==> config.mk <==
export PLATFORM = sky130hd
export DESIGN_NAME = psd_sqrt
export DESIGN_NICKNAME = d
export VERILOG_FILES = /design/src/rtl/psd_pkg.sv /design/src/rtl/psd_sqrt.sv
export SDC_FILE = /design/constraint.sdc
export NUM_CORES = 1
export LEC_CHECK = 0
export ABC_AREA = 1
export BUFFER_PORTS_ARGS = -buffer_cell sky130_fd_sc_hd__buf_4
export CORE_AREA = 5 5 341 343
export DETAILED_ROUTE_END_ITERATION = 12
export DIE_AREA = 0 0 346 348
export PLACE_DENSITY = 0.56
export SETUP_SLACK_MARGIN = 0.02
export SKIP_CTS_REPAIR_TIMING = 1
export SYNTH_ARGS = -nofsm -noshare
export SYNTH_HDL_FRONTEND = slang
export SYNTH_SLANG_ARGS = --single-unit
==> constraint.sdc <==
create_clock -name clk -period 5.82 [get_ports clk]
set_clock_uncertainty 0.2 [all_clocks]
set_input_delay 0.873 -clock clk [delete_from_list [all_inputs] [get_ports clk]]
set_output_delay 0.873 -clock clk [all_outputs]
set_load 0.005 [all_outputs]
==> src/rtl/psd_pkg.sv <==
// ----------------------------------------------------------------------------
// psd_pkg: shared widths, types and helpers for point_segment_distance_3d
// Coordinate, product and wide-word widths, pipeline depths, stage structs.
// ----------------------------------------------------------------------------
package psd_pkg;

    localparam int COORD_W  = 16;
    localparam int DIFF_W   = COORD_W + 1;
    localparam int MAG_W    = COORD_W;
    localparam int PROD_W   = 2 * MAG_W;
    localparam int SQ_W     = PROD_W + 2;
    localparam int WIDE_W   = 2 * SQ_W;
    localparam int HALF_W   = SQ_W / 2;
    localparam int OUT_W    = SQ_W / 2;
    localparam int REM_W    = OUT_W + 2;
    localparam int FRONT_LAT = 7;
    localparam int DIV_LAT  = SQ_W + 1;
    localparam int SQRT_LAT = OUT_W + 1;

    // how the projection parameter falls
    typedef struct packed {
        logic degen;
        logic pre_start;
        logic past;
    } seg_class_t;

    // front end results handed to the dividers
    typedef struct packed {
        seg_class_t          cls;
        logic [SQ_W-1:0]     l2;
        logic [SQ_W-1:0]     pv2;
        logic [SQ_W-1:0]     pw2;
        logic [WIDE_W-1:0]   d2;
        logic [WIDE_W-1:0]   num;
    } front_t;

    // data that rides alongside the dividers
    typedef struct packed {
        seg_class_t          cls;
        logic [SQ_W-1:0]     l2;
        logic [SQ_W-1:0]     pv2;
        logic [SQ_W-1:0]     pw2;
    } side_t;

    function automatic logic [MAG_W-1:0] mag_of(input logic signed [DIFF_W-1:0] d);
        logic [DIFF_W-1:0] a;
        a = d[DIFF_W-1] ? DIFF_W'(-d) : DIFF_W'(d);
        return a[MAG_W-1:0];
    endfunction

endpackage

==> src/rtl/psd_sqrt.sv <==
// ----------------------------------------------------------------------------
// psd_sqrt: pipelined integer square root
// Floor square root, one root bit per stage from the top pair of bits down.
// ----------------------------------------------------------------------------
module psd_sqrt (
    input  logic                          clk,
    input  logic                          rst_n,
    input  logic                          en,
    input  logic                          in_valid,
    input  logic [psd_pkg::SQ_W-1:0]      radicand,
    output logic                          out_valid,
    output logic [psd_pkg::OUT_W-1:0]     root
);

    localparam int SW    = psd_pkg::SQ_W;
    localparam int OW    = psd_pkg::OUT_W;
    localparam int RW    = psd_pkg::REM_W;
    localparam int STEPS = psd_pkg::OUT_W;

    logic [STEPS:0]   vld_reg;
    logic [SW-1:0]    x_reg    [STEPS+1];
    logic [RW-1:0]    rem_reg  [STEPS+1];
    logic [OW-1:0]    root_reg [STEPS+1];

    logic [RW+1:0]    shifted  [STEPS];
    logic [RW+1:0]    trial    [STEPS];
    logic             ge       [STEPS];

    // trial subtract per stage
    always_comb
    begin
        for (int i = 0; i < STEPS; i++)
        begin
            shifted[i] = {rem_reg[i], x_reg[i][SW-1 -: 2]};
            trial[i]   = (RW+2)'({root_reg[i], 2'b01});
            ge[i]      = (shifted[i] >= trial[i]);
        end
    end

    always_ff @(posedge clk or negedge rst_n)
    begin
        if (!rst_n)
            vld_reg <= '0;
        else if (en)
            vld_reg <= {vld_reg[STEPS-1:0], in_valid};
    end

    // load, then take two radicand bits per stage
    always_ff @(posedge clk)
    begin
        if (en)
        begin
            x_reg[0]    <= radicand;
            rem_reg[0]  <= '0;
            root_reg[0] <= '0;
            for (int i = 0; i < STEPS; i++)
            begin
                x_reg[i+1]    <= {x_reg[i][SW-3:0], 2'b00};
                rem_reg[i+1]  <= ge[i] ? RW'(shifted[i] - trial[i]) : RW'(shifted[i]);
                root_reg[i+1] <= {root_reg[i][OW-2:0], ge[i]};
            end
        end
    end

    assign out_valid = vld_reg[STEPS];
    assign root      = root_reg[STEPS];

    // remainder of a finished root never exceeds twice the root
    a_rem_bound: assert property (@(posedge clk) disable iff (!rst_n)
        vld_reg[STEPS] |-> ((RW+1)'(rem_reg[STEPS]) <= (RW+1)'({root_reg[STEPS], 1'b0})))
        else $error("sqrt remainder out of range");

endmodule

# Word-level counts from Yosys, hierarchy flattened

Memory sizes are Yosys's and may differ from the RTL's.
Index checks and enable logic that the tools add are counted.

Flip-flop bits (word level): 18
Bits in latches: 0
Memory bits (writable): 1260
ROM bits: 0
Input bits: 38
Output and inout port bits: 18
Logic and storage cells: 57
Memories: 3

$add $sub $neg: 17
Multipliers: 0
Divide/modulo/power cells: 0
Order comparisons: 17
Equality and inequality tests: 0
Shifts and indexed selects: 0
Multiplexer cells: 19
Bitwise logic cells: 0
Reduce and logical (&&, ||, !) cells: 0

Memories:

| memory   | words | width | read ports | clocked after Yosys merged registers in | wr ports | line           | RTL |
|---|---|---|---|---|---|---|---|
| x_reg    | 18    | 34    | 17         | 0                                       | 18       | psd_sqrt.sv:21 | `logic [SW-1:0] x_reg [STEPS+1];` |
| rem_reg  | 18    | 19    | 17         | 0                                       | 18       | psd_sqrt.sv:22 | `logic [RW-1:0] rem_reg [STEPS+1];` |
| root_reg | 18    | 17    | 18         | 0                                       | 18       | psd_sqrt.sv:23 | `logic [OW-1:0] root_reg [STEPS+1];` |

Operator list:

| kind           | count |
|---|---|
| $ge 21x19->1   | 17 |
| $mux 19        | 17 |
| $sub 19x19->19 | 17 |
| $mux 1         | 2 |

# Longest topological paths before layout

An unclocked memory read counts as a cell.

Word-level depth: 3
Depth in mapped cells: 14

# Worst setup path before layout

No wires, ideal clock.

Path kind: register to register
Start: memory rem_reg[1][0] (netlist bit)
End: memory rem_reg[2][17] (netlist bit), data pin
Arrival time: 1.689 ns
Required time: 5.351 ns
Path slack: 3.662 ns
Cell stages (with the launch flop): 9
Path buffers: 1
Period minus slack after synthesis: 2.158 ns
Cell sequence: edfxtp_1 ha_1 a21oi_1 nand2_1 inv_1 ha_1 and2_1 clkbuf_1 o21ai_0

RTL lines:

| element     | line |
|---|---|
| from (decl) | psd_sqrt.sv:22 |

==> flow_summary.toml <==
[drt]
drtIter0Drc = 1685
vias = 26631
ant_nets = 0
vias_per_cell = 4.57
drtPass1Iterations = 5
drc_errors = 0
wl_per_cell_um = 14.2
drt_wl_total_mm = 82.8

[setup_path]
critical-path-top-delay-family = "simple AND/OR/NAND/NOR gates"
r2r_slack_ns = 2.92
start_kind = "flop"
critPathArrivalTime_ns = 3.09
worstSetupPathType = "flop to flop"
worstPathCellList = "inv_1 -> ha_1 -> o21ai_0 -> nand2_1 -> nand2_1 -> nand2_1 -> nand2_1 -> nand2_1 -> nor2_1 -> buf_4 -> inv_1 -> nand2_1 -> nand2_1"
required_ns = 6.01
cp-end-kind = "flop"
crit_path_frequent_cell = "nand2_1"
cp_slowest_cell = "nor2_1"
r2r_cells = 13
r2r_end = "rem_reg[7][9]"
path_buf_inv = 3
max_stage_delay_ns = 0.63
r2r_start = "root_reg[6][0]"
cp_max_fo = 12

[clocking]
cts_buffers = 84
cts_sinks = 759
clkTransAtPathRegs_ns = 0.06
tritoncts = "yes"
root_buffer = "clkbuf_16"
h-tree-depth = 3
clk_latency_ns = 0.65
clock_path_buffers = 3

[min_path]
hp-class = "flop to flop"
hold_depth = 0
min-delay-start = "x_reg[5][16]"
holdPathEnd = "x_reg[6][18]"

[power_and_ir_drop]
ir_worst_vdd_uv = 268
p_leak_nw = 19.5
p_per_area_nw_per_um2 = 333

[floorplan]
die_w_um = 346
std_cell_rows = 124
core_um2 = 113000
pin_count = 56
die-height_um = 348
initial_utilization = 0.345
die_area_um2 = 120000

[synth]
yosys.area_share.simple = 0.221
synth_top_family_by_area = "simple AND/OR/NAND/NOR gates"
synth_compound_area_frac = 0.0444
synth_fa_ha_area_frac = 0.0547
synth_edf_count = 741
syn_inst = 4131
syn_area_um2 = 39100
synth_xor_area_frac = 0.0284
synth_top_flop_cell = "edfxtp_1"
synthesis.nets = 4340
synth-seq-cells = 759
synthArstFlopShare = 0.0237
ys.warnings.count = 0
yosysSeqAreaShare = 0.580
syn_area_per_cell_um2 = 9.47
synth.distinct_cells = 52
synthMuxAreaShare = 0.000576

[placed_design]
dpl.cell_count = 5678
port_buffers = 55
place_hpwl_mm = 62.0
gp_congestion = 0.901

[final_layout]
final_nets = 4462
drive_gt1_frac = 0.0708
antenna_cells = 0
largest_reg_flops = 306
area_delta_synth_final_pct = 12.9
stdcell_count = 5833

[timing]
slew_headroom = 0.392
fmax_mhz = 345
finalSetupViolations = 0
setup-tns-final_ns = 0
worstMarginPinSlew_ns = 0.912
finalCritPeriodShare = 0.498
maxSlewViolCount = 0
hold_viol_final = 0
fin_crit_ns = 2.90
rsz0062_at_grt = "false"
hold_ws_ns = 0.192

[grt]
grt_pass1_wl_mm = 135
grt_overflow = 0
grt_pass1_vias = 26333
antenna_found_initial = 0
grt_usage = 0.137
grt_max_degree = 119

[run_status]
status = "finished clean"

[job]
maxCapViolCount = 0
==> where the power goes <==
group / switching [W] / internal [W]
combinational: 0.00156 / 0.000822
sequential: 0.000324 / 0.00666
clock: 0.00215 / 0.00321
total: 0.00403 / 0.0107
==> logic make-up after synthesis <==
family | count (synthesis)
other | 1
adders and majority gates | 171
AOI/OAI and AO/OA | 306
and+or+nand+nor | 2072
muxes | 2
DFF | 759
xor gates and xnor gates | 127
buffers and inverters | 693
==> synthesized netlist by cell type (2+ instances only) <==
| cell | number | area share |
|---|---|---|
| o21ai_2 | 13 | 0.0029 |
| and3_1 | 3 | 0.00048 |
| nand2_2 | 19 | 0.0030 |
| o211ai_1 | 4 | 0.00077 |
| nor3b_1 | 2 | 0.00038 |
| a21oi_4 | 3 | 0.0012 |
| inv_1 | 644 | 0.062 |
| and2_1 | 5 | 0.00080 |
| clkbuf_1 | 5 | 0.00048 |
| xnor2_1 | 36 | 0.0081 |
| nor2_2 | 18 | 0.0029 |
| xor2_1 | 91 | 0.020 |
| nand4_1 | 35 | 0.0056 |
| buf_2 | 4 | 0.00051 |
| nand3b_1 | 33 | 0.0063 |
| a21boi_0 | 2 | 0.00038 |
| nor2_1 | 353 | 0.034 |
| or2_2 | 8 | 0.0013 |
| nor3_2 | 4 | 0.0010 |
| edfxtp_1 | 741 | 0.57 |
| inv_2 | 16 | 0.0015 |
| nand2_1 | 1306 | 0.13 |
| nor3_1 | 33 | 0.0042 |
| o21ai_1 | 12 | 0.0015 |
| nand3_1 | 228 | 0.029 |
| o21a_1 | 4 | 0.00077 |
| a21oi_2 | 16 | 0.0036 |
| nand3_2 | 3 | 0.00077 |
| dfrtp_1 | 18 | 0.012 |
| buf_4 | 8 | 0.0015 |
| o21ai_0 | 94 | 0.012 |
| nor2_4 | 7 | 0.0020 |
| ha_1 | 171 | 0.055 |
| o21bai_1 | 5 | 0.00096 |
| nand3_4 | 4 | 0.0018 |
| mux2_2 | 2 | 0.00058 |
| nor4_1 | 3 | 0.00048 |
| or3_1 | 3 | 0.00048 |
| nand2_4 | 2 | 0.00058 |
| a21o_1 | 2 | 0.00038 |
| buf_6 | 13 | 0.0037 |
| a21oi_1 | 148 | 0.019 |
==> cell usage in the layout, fill, tap and decap left out, types with 36 or more instances in the layout <==
| cell type | count |
|---|---|
| ha_1 | 171 |
| xnor2_1 | 36 |
| clkbuf_16 | 88 |
| inv_1 | 644 |
| a21oi_1 | 148 |
| nor2_1 | 353 |
| nand3_1 | 228 |
| o21ai_0 | 94 |
| xor2_1 | 91 |
| buf_4 | 60 |
| edfxtp_1 | 741 |
| nand2_1 | 1306 |
==> final cells by class <==
class / count / area (µm²)
clock buffer: 112 / 2350
clock inverter: 42 / 479
fill: 11305 / 69100
inverter: 662 / 2490
multi-input combinational: 2679 / 13700
sequential: 759 / 22700
tap: 1512 / 1890
timing repair buffer: 67 / 576
==> routing by layer <==
metal	GRT usage	up-vias	share of wire
met5	0	-	0
met1	0.175	12275	0.45
met2	0.238	457	0.49
met4	0.0454	0	0.030
li1	-	13738	-
met3	0.0209	161	0.034
==> worst max-delay path by stage <==
stage                         from  cells past startpoint  slack (ns)          endpoint
global placement                en                      2        2.94  root_reg[17][14]
finish              root_reg[6][0]                     13        2.92     rem_reg[7][9]
global route        root_reg[6][0]                     13        2.60     rem_reg[7][9]
detailed placement              en                      2        2.91   rem_reg[15][11]
floorplan            rem_reg[1][0]                      8        3.66    rem_reg[2][17]
CTS                 root_reg[6][0]                     13        2.91     rem_reg[7][9]
==> metrics by stage <==
stage	util	total power [W]	area, µm²	worst slack [ns]
after detailed placement	0.365	0.00948	41300	2.91
after global placement	0.365	0.00945	41300	2.94
final	0.390	0.0147	44200	2.92
after floorplan	-	0.00869	39100	3.66
after CTS	0.390	0.0150	44200	2.91
after global routing	0.390	0.0156	44200	2.60
(Power assumes the default switching activity.)
